### src/ipff_pkg.sv
package ipff_pkg;

  // ethertypes
  localparam logic [15:0] ETYPE_IPV4 = 16'h0800;
  localparam logic [15:0] ETYPE_ARP  = 16'h0806;
  localparam logic [15:0] ETYPE_RARP = 16'h8035;

  // ip protocol numbers
  localparam logic [7:0] PROTO_ICMP = 8'd1;
  localparam logic [7:0] PROTO_TCP  = 8'd6;
  localparam logic [7:0] PROTO_UDP  = 8'd17;

  // verdict codes
  localparam logic VERDICT_PASS = 1'b0;
  localparam logic VERDICT_DROP = 1'b1;

  // byte position saturates here
  localparam logic [5:0] POS_LIMIT = 6'd54;

  // minimum frame lengths per header
  localparam logic [5:0] LEN_ETH_HDR = 6'd14;
  localparam logic [5:0] LEN_IP_HDR  = 6'd34;
  localparam logic [5:0] LEN_UDP_HDR = 6'd42;
  localparam logic [5:0] LEN_TCP_HDR = 6'd54;

  // configuration register indexes
  localparam logic [2:0] CFG_SRC_ADDR  = 3'd0;
  localparam logic [2:0] CFG_DST_ADDR  = 3'd1;
  localparam logic [2:0] CFG_PROTO     = 3'd2;
  localparam logic [2:0] CFG_SRC_PORT  = 3'd3;
  localparam logic [2:0] CFG_DST_PORT  = 3'd4;

  // reason attached to each verdict
  typedef enum logic [2:0] {
    CAUSE_NON_IP   = 3'd0,
    CAUSE_SHORT    = 3'd1,
    CAUSE_MISMATCH = 3'd2,
    CAUSE_UNSUP    = 3'd3,
    CAUSE_MATCH    = 3'd4,
    CAUSE_PROTO    = 3'd5
  } cause_t;

endpackage

### src/ipff_if.sv
// frame byte channel
interface ipff_in_if;
  logic       valid;
  logic       ready;
  logic [7:0] frame_byte;
  logic       frame_last;

  modport source (output valid, output frame_byte, output frame_last, input ready);
  modport sink   (input valid, input frame_byte, input frame_last, output ready);
endinterface

// verdict channel
interface ipff_out_if;
  logic                 valid;
  logic                 ready;
  logic                 drop_frame;
  ipff_pkg::cause_t     cause;

  modport source (output valid, output drop_frame, output cause, input ready);
  modport sink   (input valid, input drop_frame, input cause, output ready);
endinterface

### src/ipv4_five_tuple_packet_filter_top.sv
// the verdict for a frame is registered in the result register when its last byte leaves the input register
// throughput: one frame byte per cycle, set by the single capture/compare stage
// a stalled verdict holds the next last byte in the input register; other bytes flow on
// reset (rst_n low, synchronous): frame state cleared, match_protocol = 1, others 0
module ipv4_five_tuple_packet_filter_top (
  input  logic              clk,
  input  logic              rst_n,
  ipff_in_if.sink           in_if,
  ipff_out_if.source        out_if,
  input  logic              cfg_we,
  input  logic [2:0]        cfg_index,
  input  logic [31:0]       cfg_wdata
);

  // configuration registers
  logic [31:0] match_src_addr_r;
  logic [31:0] match_dst_addr_r;
  logic [7:0]  match_proto_r;
  logic [15:0] match_src_port_r;
  logic [15:0] match_dst_port_r;

  // input register
  logic       s1_valid_r;
  logic [7:0] s1_byte_r;
  logic       s1_last_r;

  // frame state
  logic [5:0]  pos_r;
  logic [15:0] etype_r;
  logic [7:0]  proto_r;
  logic [31:0] src_addr_r;
  logic [31:0] dst_addr_r;
  logic [15:0] src_port_r;
  logic [15:0] dst_port_r;

  // captured values including the current byte
  logic [15:0] etype_nxt;
  logic [7:0]  proto_nxt;
  logic [31:0] src_addr_nxt;
  logic [31:0] dst_addr_nxt;
  logic [15:0] src_port_nxt;
  logic [15:0] dst_port_nxt;
  logic [5:0]  len;

  // result register
  logic              out_valid_r;
  logic              out_drop_r;
  ipff_pkg::cause_t  out_cause_r;
  ipff_pkg::cause_t  cause_w;

  logic s1_fire;
  logic in_fire;

  // a non-last word never waits; a last word needs the result slot
  assign s1_fire = s1_valid_r && (!s1_last_r || !out_valid_r || out_if.ready);
  assign in_if.ready = !s1_valid_r || s1_fire;
  assign in_fire = in_if.valid && in_if.ready;

  assign out_if.valid      = out_valid_r;
  assign out_if.drop_frame = out_drop_r;
  assign out_if.cause      = out_cause_r;

  // configuration writes
  always_ff @(posedge clk) begin
    if (!rst_n) begin
      match_src_addr_r <= '0;
      match_dst_addr_r <= '0;
      match_proto_r    <= ipff_pkg::PROTO_ICMP;
      match_src_port_r <= '0;
      match_dst_port_r <= '0;
    end else if (cfg_we) begin
      unique case (cfg_index)
        ipff_pkg::CFG_SRC_ADDR: match_src_addr_r <= cfg_wdata;
        ipff_pkg::CFG_DST_ADDR: match_dst_addr_r <= cfg_wdata;
        ipff_pkg::CFG_PROTO:    match_proto_r    <= cfg_wdata[7:0];
        ipff_pkg::CFG_SRC_PORT: match_src_port_r <= cfg_wdata[15:0];
        ipff_pkg::CFG_DST_PORT: match_dst_port_r <= cfg_wdata[15:0];
        default: ;
      endcase
    end
  end

  // input register
  always_ff @(posedge clk) begin
    if (!rst_n) begin
      s1_valid_r <= 1'b0;
    end else if (in_fire) begin
      s1_valid_r <= 1'b1;
    end else if (s1_fire) begin
      s1_valid_r <= 1'b0;
    end
  end

  always_ff @(posedge clk) begin
    if (in_fire) begin
      s1_byte_r <= in_if.frame_byte;
      s1_last_r <= in_if.frame_last;
    end
  end

  // byte capture by position
  always_comb begin
    etype_nxt    = etype_r;
    proto_nxt    = proto_r;
    src_addr_nxt = src_addr_r;
    dst_addr_nxt = dst_addr_r;
    src_port_nxt = src_port_r;
    dst_port_nxt = dst_port_r;
    // ethertype at 12-13, protocol at 23, addresses at 26-33, ports at 34-37
    priority if (pos_r == 6'd12 || pos_r == 6'd13) begin
      etype_nxt = {etype_r[7:0], s1_byte_r};
    end else if (pos_r == 6'd23) begin
      proto_nxt = s1_byte_r;
    end else if (pos_r >= 6'd26 && pos_r <= 6'd29) begin
      src_addr_nxt = {src_addr_r[23:0], s1_byte_r};
    end else if (pos_r >= 6'd30 && pos_r <= 6'd33) begin
      dst_addr_nxt = {dst_addr_r[23:0], s1_byte_r};
    end else if (pos_r == 6'd34 || pos_r == 6'd35) begin
      src_port_nxt = {src_port_r[7:0], s1_byte_r};
    end else if (pos_r == 6'd36 || pos_r == 6'd37) begin
      dst_port_nxt = {dst_port_r[7:0], s1_byte_r};
    end else begin
      etype_nxt = etype_r;
    end
  end

  // verdict for a frame ending on this byte
  assign len = pos_r + 6'd1;

  always_comb begin
    priority if (len < ipff_pkg::LEN_ETH_HDR) begin
      cause_w = ipff_pkg::CAUSE_SHORT;
    end else if (etype_nxt == ipff_pkg::ETYPE_ARP || etype_nxt == ipff_pkg::ETYPE_RARP) begin
      cause_w = ipff_pkg::CAUSE_NON_IP;
    end else if (etype_nxt != ipff_pkg::ETYPE_IPV4) begin
      cause_w = ipff_pkg::CAUSE_NON_IP;
    end else if (len < ipff_pkg::LEN_IP_HDR) begin
      cause_w = ipff_pkg::CAUSE_SHORT;
    end else if (match_src_addr_r != '0 && src_addr_nxt != match_src_addr_r) begin
      cause_w = ipff_pkg::CAUSE_MISMATCH;
    end else if (match_dst_addr_r != '0 && dst_addr_nxt != match_dst_addr_r) begin
      cause_w = ipff_pkg::CAUSE_MISMATCH;
    end else if (proto_nxt != match_proto_r) begin
      cause_w = ipff_pkg::CAUSE_PROTO;
    end else if (proto_nxt == ipff_pkg::PROTO_UDP && len < ipff_pkg::LEN_UDP_HDR) begin
      cause_w = ipff_pkg::CAUSE_SHORT;
    end else if (proto_nxt == ipff_pkg::PROTO_TCP && len < ipff_pkg::LEN_TCP_HDR) begin
      cause_w = ipff_pkg::CAUSE_SHORT;
    end else if (proto_nxt != ipff_pkg::PROTO_UDP && proto_nxt != ipff_pkg::PROTO_TCP) begin
      cause_w = ipff_pkg::CAUSE_UNSUP;
    end else if (match_src_port_r != '0 && src_port_nxt != match_src_port_r) begin
      cause_w = ipff_pkg::CAUSE_MISMATCH;
    end else if (match_dst_port_r != '0 && dst_port_nxt != match_dst_port_r) begin
      cause_w = ipff_pkg::CAUSE_MISMATCH;
    end else begin
      cause_w = ipff_pkg::CAUSE_MATCH;
    end
  end

  // frame state update, cleared after the last byte
  always_ff @(posedge clk) begin
    if (!rst_n) begin
      pos_r      <= '0;
      etype_r    <= '0;
      proto_r    <= '0;
      src_addr_r <= '0;
      dst_addr_r <= '0;
      src_port_r <= '0;
      dst_port_r <= '0;
    end else if (s1_fire) begin
      if (s1_last_r) begin
        pos_r      <= '0;
        etype_r    <= '0;
        proto_r    <= '0;
        src_addr_r <= '0;
        dst_addr_r <= '0;
        src_port_r <= '0;
        dst_port_r <= '0;
      end else begin
        pos_r      <= (pos_r < ipff_pkg::POS_LIMIT) ? len : pos_r;
        etype_r    <= etype_nxt;
        proto_r    <= proto_nxt;
        src_addr_r <= src_addr_nxt;
        dst_addr_r <= dst_addr_nxt;
        src_port_r <= src_port_nxt;
        dst_port_r <= dst_port_nxt;
      end
    end
  end

  // result register
  always_ff @(posedge clk) begin
    if (!rst_n) begin
      out_valid_r <= 1'b0;
    end else if (s1_fire && s1_last_r) begin
      out_valid_r <= 1'b1;
    end else if (out_if.ready) begin
      out_valid_r <= 1'b0;
    end
  end

  always_ff @(posedge clk) begin
    if (s1_fire && s1_last_r) begin
      out_drop_r  <= (cause_w == ipff_pkg::CAUSE_MATCH) ? ipff_pkg::VERDICT_DROP
                                                        : ipff_pkg::VERDICT_PASS;
      out_cause_r <= cause_w;
    end
  end

`ifndef ASSERT_OFF
  // byte position never runs past its limit
  a_pos_limit: assert property (@(posedge clk) disable iff (!rst_n)
    pos_r <= ipff_pkg::POS_LIMIT)
    else $error("byte position past limit");

  // a finished frame leaves the position at zero
  a_pos_clear: assert property (@(posedge clk) disable iff (!rst_n)
    s1_fire && s1_last_r |=> pos_r == '0)
    else $error("frame state not cleared after last byte");

  // a held input word keeps its contents
  a_s1_hold: assert property (@(posedge clk) disable iff (!rst_n)
    s1_valid_r && !s1_fire |=> s1_valid_r && $stable(s1_byte_r) && $stable(s1_last_r))
    else $error("stalled input word changed");

  // drop only on a full tuple match
  a_drop_cause: assert property (@(posedge clk) disable iff (!rst_n)
    out_valid_r |-> (out_drop_r == (out_cause_r == ipff_pkg::CAUSE_MATCH)))
    else $error("drop and cause disagree");
`endif

endmodule
### src/flat_wrapper.sv
// flat-port wrapper written by rule: the top's interface ports become plain ports
module ipv4_five_tuple_packet_filter_top_flat 
  (clk, rst_n, cfg_we, cfg_index, cfg_wdata, in_if_valid, in_if_frame_byte, in_if_frame_last, in_if_ready, out_if_valid, out_if_drop_frame, out_if_cause, out_if_ready);
  ipff_in_if in_if_i ();
  ipff_out_if out_if_i ();
  input  logic clk;
  input  logic rst_n;
  input  logic cfg_we;
  input  logic [2:0] cfg_index;
  input  logic [31:0] cfg_wdata;
  input wire logic [$bits(in_if_i.valid)-1:0] in_if_valid;
  input wire logic [$bits(in_if_i.frame_byte)-1:0] in_if_frame_byte;
  input wire logic [$bits(in_if_i.frame_last)-1:0] in_if_frame_last;
  output wire logic [$bits(in_if_i.ready)-1:0] in_if_ready;
  output wire logic [$bits(out_if_i.valid)-1:0] out_if_valid;
  output wire logic [$bits(out_if_i.drop_frame)-1:0] out_if_drop_frame;
  output wire logic [$bits(out_if_i.cause)-1:0] out_if_cause;
  input wire logic [$bits(out_if_i.ready)-1:0] out_if_ready;
  assign in_if_i.valid = in_if_valid;
  assign in_if_i.frame_byte = in_if_frame_byte;
  assign in_if_i.frame_last = in_if_frame_last;
  assign in_if_ready = in_if_i.ready;
  assign out_if_valid = out_if_i.valid;
  assign out_if_drop_frame = out_if_i.drop_frame;
  assign out_if_cause = out_if_i.cause;
  assign out_if_i.ready = out_if_ready;
  ipv4_five_tuple_packet_filter_top u_core (.clk(clk), .rst_n(rst_n), .in_if(in_if_i), .out_if(out_if_i), .cfg_we(cfg_we), .cfg_index(cfg_index), .cfg_wdata(cfg_wdata));
endmodule
### config.mk
export PLATFORM = sky130hd
export DESIGN_NAME = ipv4_five_tuple_packet_filter_top_flat
export DESIGN_NICKNAME = d
export VERILOG_FILES = /design/src/ipff_pkg.sv /design/src/ipff_if.sv /design/src/ipv4_five_tuple_packet_filter_top.sv /design/src/flat_wrapper.sv
export SDC_FILE = /design/constraint.sdc
export NUM_CORES = 1
export LEC_CHECK = 0
export ABC_AREA = 1
export ABC_CLOCK_PERIOD_IN_PS = 2500
export BUFFER_PORTS_ARGS = -buffer_cell sky130_fd_sc_hd__clkbuf_2
export CAP_MARGIN = 30
export CORE_MARGIN = 3
export CORE_UTILIZATION = 23
export CTS_CLUSTER_DIAMETER = 150
export DETAILED_ROUTE_END_ITERATION = 12
export GPL_ROUTABILITY_DRIVEN = 0
export HOLD_SLACK_MARGIN = 0.06
export PLACE_DENSITY_LB_ADDON = 0.15
export SLEW_MARGIN = 15
export SYNTH_ARGS = -nofsm -noshare
export SYNTH_HDL_FRONTEND = slang
export SYNTH_SLANG_ARGS = --single-unit
### constraint.sdc
create_clock -name clk -period 2.5 [get_ports clk]
set_input_delay 0.125 -clock clk [delete_from_list [all_inputs] [get_ports clk]]
set_output_delay 0.125 -clock clk [all_outputs]
set_load 0.03 [all_outputs]
---- Word level (Yosys, flattened, before mapping) ----
Index checks and enable logic that the tools add are counted.
storage, ports and cells
  register bits after elaboration ......... 245
  logic and storage cells ................. 134
operators by class
  add/subtract/negate cells ............... 1
  order comparisons ....................... 9
  equality and inequality tests ........... 24
  muxes and demuxes ....................... 46
  reduce and logical (&&, ||, !) cells .... 36
operators by type and width
  cell                                                      count
  2-to-1 mux 32 bit                                         9
  2-to-1 mux 16 bit                                         15
  inequality test 32 bit                                    2
  nonzero test 32 bit                                       2
  2-to-1 mux 3 bit                                          12
  inequality test 16 bit                                    2
  nonzero test 16 bit                                       2
  equality test 6 bit (second input constant)               4
  < comparator 6 bit (second input constant)                4
  2-to-1 mux 8 bit                                          3
  equality test 16 x 12 -> 1 bit (second input constant)    1
  equality test 16 bit (second input constant)              1
  inequality test 16 x 12 -> 1 bit (second input constant)  1
  equality test 6 x 4 -> 1 bit (second input constant)      2
  >= comparator 6 x 5 -> 1 bit (second input constant)      2
  logical AND 1 bit                                         12
  2-to-1 mux 6 bit                                          2
  AND reduction 2 bit                                       6
  equality test 8 x 3 -> 1 bit (second input constant)      1
  equality test 8 x 5 -> 1 bit (second input constant)      1
  inequality test 8 x 3 -> 1 bit (second input constant)    1
  inequality test 8 x 5 -> 1 bit (second input constant)    1
  inequality test 8 bit                                     1
  logical OR 1 bit                                          7
  other kinds (12)                                          22

---- Depth between registers and ports, before layout ----
Gate-level depths: netlist of run 1.
  word-level depth ........................ 24
  depth in mapped cells ................... 25
  depth with buffers taken out ............ 24

---- Worst setup path after synthesis of run 1 ----
OpenSTA, ideal clock, no wires.
  path kind ............................... register -> register
  from .................................... reg u_core.pos_r[1]
  to ...................................... reg u_core.out_cause_r[1] (netlist: u_core.out_if.cause[1]) (data pin)
  arrival ................................. 2,295 ps
  required time ........................... 2,251 ps
  slack ................................... -45 ps
  stages on the path, launching flop included .. 25
  period minus slack after synthesis ...... 2,545 ps
  cells stage by stage .................... dfxtp_1 -> inv_1 -> ha_1 -> inv_1 -> nor2_1 -> nand2_1 -> nand2_1 -> nor2_2 -> nor2_8 -> nand2_4 -> buf_2 -> nand2_1 -> nand2_1 -> nand2_1 -> nand2_1 -> nand2_1 -> nor2_1 -> nand2_1 -> nor2_1 -> nand2_1 -> nand2_1 -> and2_1 -> nand3_1 -> nand2_1 -> inv_1
between the ends
  cells in the longest elaborated chain, start to end .. 22
RTL lines
  what                                                                   line                                      RTL
  from (decl)                                                            ipv4_five_tuple_packet_filter_top.sv:28   logic [5:0] pos_r;
  from (signal assigned)                                                 ipv4_five_tuple_packet_filter_top.sv:180  pos_r <= (pos_r < ipff_pkg::POS_LIMIT) ? len : pos_r;
  branches (longest 21 deep; another with >= comparator 6 x 5 -> 1 bit)  --
  2-to-1 mux 3 bit (*)                                                   ipv4_five_tuple_packet_filter_top.sv:131  priority if (len < ipff_pkg::LEN_ETH_HDR) begin
  net u_core.cause_w[1]                                                  ipv4_five_tuple_packet_filter_top.sv:49   ipff_pkg::cause_t cause_w;
  to (signal assigned)                                                   ipv4_five_tuple_packet_filter_top.sv:206  out_cause_r <= cause_w;
  to (decl)                                                              ipv4_five_tuple_packet_filter_top.sv:48   ipff_pkg::cause_t out_cause_r;
Mark *: on every way through the listed nets, which the timed path passes.
A chain may end at the register's enable or synchronous reset.

---- Final worst setup path of run 1 ----
  from .................................... reg u_core.pos_r[0]
  to ...................................... reg u_core.out_cause_r[1] (netlist: u_core.out_if.cause[1]) (data pin)
Same word-level chain as after synthesis.

==> results of run 1 <==
[final cells by class]
| class | count | area, µm² | share of cell area |
|---|---|---|---|
| Timing Repair Buffer | 340 | 3047 | 0.1704 |
| Multi-Input combinational cell | 1401 | 6987 | 0.3908 |
| Clock inverter | 11 | 85.08 | 0.004760 |
| Inverter | 223 | 850.8 | 0.04760 |
| Sequential cell | 245 | 5039 | 0.2819 |
| Tap cell | 748 | 935.9 | 0.05236 |
| Clock buffer | 46 | 932.1 | 0.05215 |
[cell families after synthesis]
| kind of cell | Yosys count | synth area share |
|---|---|---|
| flops | 245 | 0.3911 |
| simple gates | 958 | 0.3139 |
| mux | 1 | 0.0008746 |
| compound gates | 396 | 0.1617 |
| xor+xnor | 41 | 0.02789 |
| buf+inv | 325 | 0.09971 |
| fa+ha+maj | 5 | 0.004859 |
[how the worst max path moves through the flow]
stage	endpoint	slack, ps
global placement	u_core.out_if.cause[1]	-600
CTS	u_core.out_if.drop_frame	-290
global route	u_core.out_if.cause[1]	-450
floorplan	u_core.out_if.cause[1]	50
finish	u_core.out_if.cause[1]	-310
detailed placement	u_core.out_if.drop_frame	-640
[metrics by stage]
stage | cells | TNS, ps
detailed placement | 2878 | -2413
floorplan | 1971 | 0
global placement | 2878 | -2225
finish | 3014 | -971.8
CTS | 2987 | -1076
global route | 3014 | -1614
[layer usage]
| metal | global-route usage | up-vias | wire length [µm] |
|---|---|---|---|
| met5 | 0 | - | 0 |
| met1 | 0.2125 | 6335 | 23070 |
| li1 | - | 6917 | - |
| met3 | 0.02209 | 62 | 2090 |
| met4 | 0.04552 | 0 | 1237 |
| met2 | 0.2632 | 256 | 22710 |
[cells in the mapped netlist, types with 2 or more instances]
cell type and number:
nor4_1 22, nor3_1 5, nor2_2 2, nand3b_1 24
ha_1 5, nand3_1 104, buf_6 5, o211ai_1 18
nand2_1 596, nor2_1 166, nand3_2 7, nand4_1 19
or2_2 5, a21oi_1 169, xnor2_1 7, clkbuf_1 72
buf_4 2, o21ai_0 164, inv_2 5, nand2_4 3
buf_2 15, edfxtp_1 13, dfxtp_1 232, o21ai_1 15
inv_1 217, xor2_1 34, o22ai_1 26, buf_1 8
[flip-flops by register name, indices dropped and copies added, names as in the netlist, 3 cells and up]
register                 cells
u_core.s1_byte_r             8
u_core.match_dst_port_r     16
u_core.src_addr_r           32
u_core.src_port_r           16
u_core.match_src_addr_r     32
u_core.pos_r                 6
u_core.match_proto_r         8
u_core.proto_r               8
u_core.dst_port_r           16
u_core.match_src_port_r     16
u_core.out_if.cause          3
u_core.etype_r              16
u_core.match_dst_addr_r     32
u_core.dst_addr_r           32
[power by group through the flow]
| stage | Combinational (W) | Clock, W | Sequential (W) |
|---|---|---|---|
| finish | 0.000840 | 0.00449 | 0.00408 |
| floorplan | 0.000391 | 0 | 0.00414 |
| global route | 0.000925 | 0.00479 | 0.00408 |
| detailed placement | 0.000766 | 0 | 0.00416 |
| global placement | 0.000767 | 0 | 0.00416 |
| CTS | 0.000839 | 0.00464 | 0.00408 |
[layout by cell type, fill, tap and decap left out, types with 5 or more instances in the layout]
cell type	synthesis	layout
inv_1	217	213
o211ai_1	18	18
clkbuf_1	72	5
nand2_1	596	552
nand3b_1	24	24
nand3_1	104	91
xnor2_1	7	7
o21ai_2	0	14
clkbuf_2	0	53
buf_4	2	201
clkbuf_8	0	10
nor2_1	166	154
buf_6	5	7
dfxtp_1	232	229
or2_2	5	5
nand4_1	19	19
edfxtp_1	13	13
a21oi_1	169	167
o22ai_1	26	26
nor2_4	1	6
xor2_1	34	33
o21ai_0	164	138
inv_2	5	5
dlygate4sd3_1	0	46
nand2_2	1	42
nor4_1	22	20
clkbuf_16	0	41
nor2_2	2	9
o21ai_1	15	26
buf_12	0	19
clkinv_2	0	9
nand3_2	7	19
[repair_timing]
action / in CTS / in global routing
gates cloned: 2 / 11
pin swaps: 2 / 30
hold buffers: 46 / 0
resized for setup: 25 / 138
buffers inserted: 4 / 17
setup endpoints to repair: 4 / 4
hold endpoints to repair: 101 / 0
[worst register-to-register path: cells and delay by family (launching register included)]
kind,cells,cell delay [ps]
adders and majority gates,1,160
DFF,1,340
and+or+nand+nor,18,1610
buffers and inverters,4,460
==> metrics.md, run 1 <==
| Metric | Value |
|---|---|
| Core footprint | `55200 µm²` |
| Placed Area | `15420 µm²` |
| Layout Nets | `2296` |
| # rows | `86` |
| Drt drc | `0` |
| Sequential power share | `0.433` |
| Yosys top cell area share | `0.3607` |
| Cell Pwr Density | `526.4 nW/µm²` |
| Initial Util | `0.2332` |
| Fillers | `5928` |
| Clock share of power | `0.478` |
| Maximum VDD drop | `0.0004962 V` |
| Hold Path End | `u_core.match_dst_port_r[14]` |
| Critical path's top delay family | `simple AND/OR/NAND/NOR gates` |
| Crit-path most repeated cell | `nand2_1` |
| Crit end category | `flop` |
| Hold Path Class | `in2reg` |
| Max frequency | `0.3556 GHz` |
| Syn Inst Count | `1971` |
| Slowest cell on the critical path | `dfxtp_2` |
| R2r setup slk | `-310 ps` |
| Tot Pwr | `0.009410 W` |
| Status | `finished, violations left` |
| Synth area leaders | `dfxtp_1, nand2_1, a21oi_1` |
| Synth Register Bits | `245` |
| Worst stage delay on the critical path | `340 ps` |
| Drt via density | `4.502` |
| Share of layout cells above drive strength 1 | `0.2105` |
| Leak | `7.674 nW` |
| Initial antenna violation count | `3` |
| Final Util | `0.3238` |
| Synth Cell Area | `12870 µm²` |
| Finished Cell Area | `17880 µm²` |
| Vias in the first global route | `12850` |
| Slew Viols, Final | `0` |
| Largest area contributor in the netlist | `dfxtp_1` |
| Tot GR Track Use | `0.1578` |
| Worst Setup SP | `u_core.pos_r[0]` |
| CTS tree | `built` |
| Drt pass-1 iters | `5` |
| Worst Hold Slack | `162.8 ps` |
| Clock tree buffer depth | `3` |
| CTS Root Cell | `clkbuf_16` |
| Clk_lat worst skew | `570 ps` |
| Width of the die | `242.6 µm` |
| Cells on worst reg2reg path | `23` |
| Port Buffers | `54` |
| Comb pwr share | `0.089` |
| Total CTS buffers | `31` |
| Worst hold path stage count | `6` |
| Switching Share | `0.2607` |
| WP data required | `2830 ps` |
| Worst EP arrival | `3140 ps` |
| Origin of the critical flop-to-flop path | `u_core.pos_r[0]` |
| Gr ovfl total | `0` |
| Rel. slew slack | `0.3764` |
| Die area | `58850 µm²` |
| Critical Path Stages | `23` |
| Crit Path Max Fanout | `7` |
| Critical Path Start Type | `flop` |
| Asr flop ratio synth | `0` |
| Die H | `242.6 µm` |
| Area delta synth->final | `38.84%` |
| Ant diodes | `0` |
| H-tree levels | `1` |
| Routed Antenna Nets | `0` |
| Critical R2R Capture | `u_core.out_if.cause[1]` |
| Start point of the worst hold path | `cfg_index[2]` |
| Tcrit/Tclk final | `1.125` |
| Worst setup margin | `-312.1 ps` |
| Period minus WS final | `2812 ps` |
| Io pins | `55` |
| Largest net degree at the start of global routing | `95` |
| Setup WS pre-CTS | `-638.2 ps` |
| Total Wirelength | `49100 µm` |
| Clock sinks | `245` |
| Vias post-DR | `13570` |
| Failing checks | `negative setup slack` |
| Number of synthesized flops with an enable pin | `13` |
| Final hold viol count | `0` |
| Slew at the pin closest to its max-slew limit | `934.4 ps` |
| Net Count, Synth | `2025` |
| RSZ-0062 raised after global routing | `yes` |
| Critical path class | `reg2reg` |
| Setup Skew | `10.93 ps` |
| CP bufs+invs | `4` |
| Cell Int Power | `0.006957 W` |
| Starting DRC count in detailed routing | `874` |
| Clk slew on worst S/H paths | `60 ps` |
| Yosys warning count | `0` |
| Yosys cell types | `39` |
| Endpoints failing setup | `4` |
| HPWL Detailed | `32600 µm` |
| First-pass GRT wire length | `74130 µm` |
| Sequential fraction of the synthesis area | `0.3911` |
| Switching power | `0.002453 W` |
| DR WL/cell | `16.29 µm` |
| Syn avg cell area | `6.532 µm²` |
| Cells along the critical path | `buf_4 > ha_4 > nand2_1 > nor2_2 > nor2_4 > nor2_8 > buf_12 > nand2_8 > buf_12 > nand2_1 > nand2_1 > nand2_1 > nand2_1 > nand3_2 > nor2_4 > nand2_1 > nor2_1 > nand2_1 > nand2_2 > and2_4 > nand3_1 > nand2_1 > inv_1` |
| MaxCap Viol Count | `0` |
| Top FF cell, synth | `dfxtp_1` |
No activity file was read; power rests on OpenSTA's default activity.
==> inputs of run 2 (changes only) <==
- ABC_CLOCK_PERIOD_IN_PS: 2500 -> 2900
- CORE_MARGIN: 3 -> 2
- clock period: 2.5 -> 2.9 ns (I/O delays scaled with it)
==> metrics.md, run 2 (synthesis results as in run 1) <==
| Metric | Value |
|---|---|
| Rel. slew slack | `0.5207` |
| Crit end category | `flop` |
| Crit Path Max Fanout | `7` |
| Slowest cell on the critical path | `dfxtp_2` |
| Io pins | `55` |
| Worst EP arrival | `3060 ps` |
| Final hold viol count | `0` |
| H-tree levels | `2` |
| # rows | `86` |
| Period minus WS final | `2775 ps` |
| Setup WS pre-CTS | `-53.82 ps` |
| Routed Antenna Nets | `0` |
| Drt pass-1 iters | `5` |
| Drt via density | `4.481` |
| Grt met1 use | `0.2211` |
| Area delta synth->final | `32.11%` |
| Placed Area | `14930 µm²` |
| Routing usage on met3 | `0.02516` |
| Crit-path most repeated cell | `nand2_1` |
| Share of layout cells above drive strength 1 | `0.1635` |
| Largest net degree at the start of global routing | `75` |
| DR WL/cell | `16.18 µm` |
| Ant diodes | `0` |
| Clock tree buffer depth | `3` |
| Start point of the worst hold path | `rst_n` |
| Vias post-DR | `13190` |
| Worst stage delay on the critical path | `340 ps` |
| Vias in the first global route | `12850` |
| Cells along the critical path | `inv_4 > ha_4 > inv_2 > nand3_1 > nand2_2 > nand2_4 > nand2_8 > clkbuf_16 > buf_4 > o21ai_2 > nand2_1 > nand2_1 > nand2_1 > nor2_1 > nand2_1 > nor2_1 > nand2_1 > nand2_2 > buf_12 > and2_4 > nand3_1 > nand2_1 > inv_1` |
| Commonest non-fill, non-tap cell in the layout | `nand2_1` |
| Commonest cells after routing, fill and taps aside | `nand2_1, dfxtp_1, inv_1, a21oi_1, nor2_1` |
| Worst Hold Slack | `115.1 ps` |
| Drt drc | `0` |
| Setup Skew | `22.81 ps` |
| Max frequency | `0.3604 GHz` |
| Endpoints failing setup | `0` |
| Starting DRC count in detailed routing | `883` |
| Worst hold path stage count | `3` |
| Die H | `240.6 µm` |
| Status | `finished clean` |
| Slew at the pin closest to its max-slew limit | `719.0 ps` |
| Origin of the critical flop-to-flop path | `u_core.pos_r[0]` |
| RSZ-0062 raised after global routing | `yes` |
| Critical Path Start Type | `flop` |
| Initial Util | `0.2332` |
| Finished Cell Area | `17010 µm²` |
| Total Wirelength | `47640 µm` |
| Die area | `57890 µm²` |
| Worst setup margin | `125.5 ps` |
| Most used routing layer in global routing | `met2` |
| Cell Pwr Density | `485.8 nW/µm²` |
| Total CTS buffers | `34` |
| Tcrit/Tclk final | `0.9567` |
| Clock sinks | `245` |
| Leak | `7.228 nW` |
| Port Buffers | `54` |
| WP data required | `3190 ps` |
| Cells on worst reg2reg path | `23` |
| Core footprint | `55200 µm²` |
| MaxCap Viol Count | `0` |
| Post-route setup TNS | `0 ps` |
| Hold Path Class | `in2reg` |
| Worst Setup SP | `u_core.pos_r[0]` |
| First-pass GRT wire length | `73410 µm` |
| CTS Root Cell | `clkbuf_16` |
| Initial antenna violation count | `0` |
| Clk_lat worst skew | `550 ps` |
| Width of the die | `240.6 µm` |
| Gr ovfl total | `0` |
| HPWL Detailed | `32040 µm` |
| CTS tree | `built` |
| Critical path class | `reg2reg` |
| Met2 Use GR | `0.2721` |
| Clk slew on worst S/H paths | `60 ps` |
| Slew Viols, Final | `0` |
| Maximum VDD drop | `0.0003158 V` |
| Layout Nets | `2228` |
| Tot GR Track Use | `0.1642` |
-- run 2: changes by cell type in the layout (fill, tap and decap cells not counted), sizes merged --
cell         change
buf             -62
bufbuf           -1
clkbuf           -7
clkinv           +1
dlygate4sd3      -3
inv              +1
nand2            +1
-- run 2: layer usage --
| metal | routed length, µm | part of all wire | vias up |
|---|---|---|---|
| met4 | 1013 | 0.021 | 0 |
| li1 | - | - | 6780 |
| met1 | 22700 | 0.48 | 6133 |
| met3 | 1850 | 0.039 | 66 |
| met5 | 0 | 0 | - |
| met2 | 22080 | 0.46 | 214 |
-- run 2: cell type report --
cell class,count,area [µm²]
Clock buffer,45,953.4
Clock inverter,13,96.34
Fill cell,6029,38190
Inverter,223,845.8
Multi-Input combinational cell,1402,6785
Sequential cell,245,5044
Tap cell,748,935.9
Timing Repair Buffer,268,2349
-- run 2: power by group --
part	switching, W	internal [W]	total [W]
combinational	0.000442	0.000239	0.000681
sequential	0.0000704	0.00346	0.00353
clock	0.00166	0.00239	0.00405
-- run 2: final timing paths --
| path | end | slack (ps) |
|---|---|---|
| min reg2reg | u_core.src_port_r[14] | 460 |
| max reg2reg | u_core.out_if.cause[1] | 130 |
| min | u_core.match_src_addr_r[1] | 120 |
| max | u_core.out_if.cause[1] | 130 |
-- run 2: stage by stage --
stage / utilization / cells / total power [W]
final: 0.3081 / 2944 / 0.008263
after global routing: 0.3081 / 2944 / 0.008614
after CTS: 0.2994 / 2925 / 0.008411
after detailed placement: 0.2704 / 2819 / 0.004222
after global placement: 0.2702 / 2818 / 0.004223
after floorplan: - / 1971 / 0.003902
-- run 2: what timing repair did --
action | 4_1_cts | 5_1_grt
setup buffers | 3 | 12
endpoints found under the setup margin | 3 | 4
resized for setup | 8 | 84
hold buffers | 43 | 0
gates cloned | 2 | 6
hold endpoints to repair | 72 | 0
pin swaps | 3 | 46
-- run 2: critical path: cells and delay by family (launching register included) --
family | cells | cell delay (ps)
AO/OA/AOI/OAI | 1 | 120
adder cells (fa/ha/maj) | 1 | 140
buffers and inverters | 6 | 590
flip-flops | 1 | 340
AND/OR/NAND/NOR | 15 | 1340
==> inputs of run 3 (changes only) <==
- ABC_AREA: 1 -> unset
- CORE_ASPECT_RATIO: unset -> 1.5
==> metrics.md, run 3 <==
| Metric | Value |
|---|---|
| FF/Latch Area | `5040 µm²` |
| CTS tree | `built` |
| Largest net degree at the start of global routing | `233` |
| Drt drc | `0` |
| Wire length on met2 | `25540 µm` |
| Clk slew on worst S/H paths | `60 ps` |
| Area delta synth->final | `26.15%` |
| Die H | `287.5 µm` |
| H-tree levels | `1` |
| Syn Inst Count | `1413` |
| Top FF cell, synth | `dfxtp_1` |
| Post-route setup TNS | `-418.3 ps` |
| # rows | `103` |
| Fillers | `5672` |
| Most common cell in the netlist | `dfxtp_1` |
| Drt via density | `4.782` |
| Area of the multi-input gates | `6889 µm²` |
| Start point of the worst hold path | `cfg_index[0]` |
| Largest area contributor in the netlist | `dfxtp_1` |
| Synth area leaders | `dfxtp_1, a22oi_1, nand2_1` |
| Commonest cells after routing, fill and taps aside | `dfxtp_1, nand2_1, nor2b_1, a22oi_1, buf_4` |
| Synth Cell Area | `12320 µm²` |
| RSZ-0062 raised after global routing | `yes` |
| Commonest non-fill, non-tap cell in the layout | `dfxtp_1` |
| Origin of the critical flop-to-flop path | `u_core.pos_r[3]` |
| Share of layout cells above drive strength 1 | `0.1598` |
| Tot Pwr | `0.007703 W` |
| Critical R2R Capture | `u_core.out_if.drop_frame` |
| Worst stage delay on the critical path | `560 ps` |
| Clock tree buffer depth | `3` |
| Yosys warning count | `0` |
| Worst hold path stage count | `4` |
| Synth Register Bits | `245` |
| Starting DRC count in detailed routing | `767` |
| Total CTS buffers | `27` |
| Slew Viols, Final | `0` |
| CP bufs+invs | `2` |
| Routed wl met3 | `1451 µm` |
| Ant diodes | `0` |
| Vias post-DR | `10860` |
| CTS Root Cell | `clkbuf_16` |
| Crit Path Max Fanout | `9` |
| Setup Skew | `24.15 ps` |
| Drt pass-1 iters | `5` |
| Cells along the critical path | `or4b_4 > nor4_4 > buf_4 > buf_12 > mux2i_1 > xor2_1 > o21ai_1 > o41a_1 > or3b_4 > a2111oi_2` |
| Syn avg cell area | `8.719 µm²` |
| Critical path class | `reg2reg` |
| Tot GR Track Use | `0.1725` |
| Vias in the first global route | `11120` |
| Top post-synthesis cells by count | `dfxtp_1, nand2_1, nor2b_1` |
| Port Buffers | `54` |
| Final hold viol count | `0` |
| Slew at the pin closest to its max-slew limit | `884.0 ps` |
| Clk_lat worst skew | `570 ps` |
| Io pins | `55` |
| Yosys top cell area share | `0.3770` |
| Clock sinks | `245` |
| Max frequency | `0.3215 GHz` |
| Routed met1 length | `18970 µm` |
| Maximum VDD drop | `0.0003519 V` |
| Number of synthesized flops with an enable pin | `13` |
| Crit end category | `flop` |
| R2r setup slk | `-210 ps` |
| WP data required | `3260 ps` |
| Critical Path Start Type | `flop` |
| Asr flop ratio synth | `0` |
| Worst setup margin | `-210.5 ps` |
| Final Util | `0.2941` |
| Net Count, Synth | `1467` |
| DR WL/cell | `21.08 µm` |
| Core footprint | `52840 µm²` |
| MaxCap Viol Count | `0` |
| Hold Path End | `u_core.match_proto_r[1]` |
| Slowest cell on the critical path | `or4b_4` |
| Endpoints failing setup | `3` |
| Cell Pwr Density | `495.7 nW/µm²` |
| Yosys cell types | `67` |
| Period minus WS final | `3110 ps` |
| Gr ovfl total | `0` |
| Top routing layer in use | `met4` |
| Status | `finished, violations left` |
| Worst EP arrival | `3470 ps` |
| Die area | `55470 µm²` |
| Width of the die | `193.0 µm` |
| Layout Nets | `1622` |
| Initial antenna violation count | `0` |
| Cells on worst reg2reg path | `10` |
| HPWL Detailed | `35190 µm` |
| Routed Antenna Nets | `0` |
| Hold Path Class | `in2reg` |
| Leak | `5.481 nW` |
| First-pass GRT wire length | `71780 µm` |
| Initial Util | `0.2332` |
| Total Wirelength | `47870 µm` |
| Sequential fraction of the synthesis area | `0.4087` |
| Failing checks | `negative setup slack` |
| Tcrit/Tclk final | `1.073` |
| Rel. slew slack | `0.4032` |
| Critical path's top delay family | `simple AND/OR/NAND/NOR gates` |
run 3: changes by cell type after synthesis, moves of 89 or more:
cell and change:
nor2b_1 +136, nor2_1 -147, a22oi_1 +121, a21oi_1 -152
inv_1 -170, nand2_1 -367, a21boi_0 +105, nand3_1 -89
o21ai_0 -154
run 3: per-layer routing:
metal,track usage,vias up
li1,-,5285
met5,0,-
met2,0.3267,244
met3,0.01597,88
met1,0.1944,5243
met4,0.07102,0
run 3: worst max path at each step:
stage               startpoint                       end  depth (start not counted)
5_1_grt        u_core.pos_r[3]  u_core.out_if.drop_frame                          9
3_3_place_gp   u_core.pos_r[1]  u_core.out_if.drop_frame                         14
6_report       u_core.pos_r[3]  u_core.out_if.drop_frame                         10
3_5_place_dp   u_core.pos_r[1]  u_core.out_if.drop_frame                         14
2_1_floorplan  u_core.pos_r[3]  u_core.out_if.drop_frame                          9
4_1_cts        u_core.pos_r[3]  u_core.out_if.drop_frame                          9
run 3: cells by family after synthesis:
logic type / after synthesis / share of synthesized area
adders and majority gates: 5 / 0.005078
muxes: 24 / 0.01960
AOI/OAI and AO/OA: 333 / 0.2005
and+or+nand+nor: 523 / 0.2193
xor gates and xnor gates: 144 / 0.1024
buffers and inverters: 139 / 0.04449
DFF: 245 / 0.4087
run 3: through the flow:
stage | worst slack, ps | instances | hold slack, ps | area [µm²]
finish | -210.5 | 2271 | 180.5 | 15540
global route | -378.2 | 2271 | 215.3 | 15540
CTS | -213.2 | 2271 | 141.3 | 15530
detailed placement | -489.4 | 2174 | 327.2 | 14070
global placement | -435.9 | 2172 | 321.7 | 14050
floorplan | -41.79 | 1413 | 243.9 | 12360
run 3: report_power, final:
group / leakage (nW) / switching (W) / total [W] / internal (W)
Sequential: 2.00 / 0.0000562 / 0.00349 / 0.00343
Clock: 0.438 / 0.00151 / 0.00349 / 0.00198
Combinational: 3.04 / 0.000417 / 0.000725 / 0.000308
Total: 5.48 / 0.00198 / 0.00770 / 0.00572
run 3: timing repair:
item | in CTS | in global routing
pin swaps | 10 | 4
endpoints found under the hold margin | 115 | 0
hold buffers | 44 | 0
endpoints found under the setup margin | 4 | 4
resized for setup | 27 | 1
setup buffers | 3 | 0
run 3: area by class of cell:
type	instances	area share
clock buffers	35	0.05000
clock inverters	15	0.007326
inverters	48	0.01175
multi-input cells	1029	0.4433
flip-flops and latches	245	0.3243
well taps	682	0.05491
repair buffers	217	0.1084
run 3: worst min-delay path, cell delays in order:
cell      delay (ps)
clkbuf_2         190
nor2_1           180
nand2_1           90
a21boi_0          70
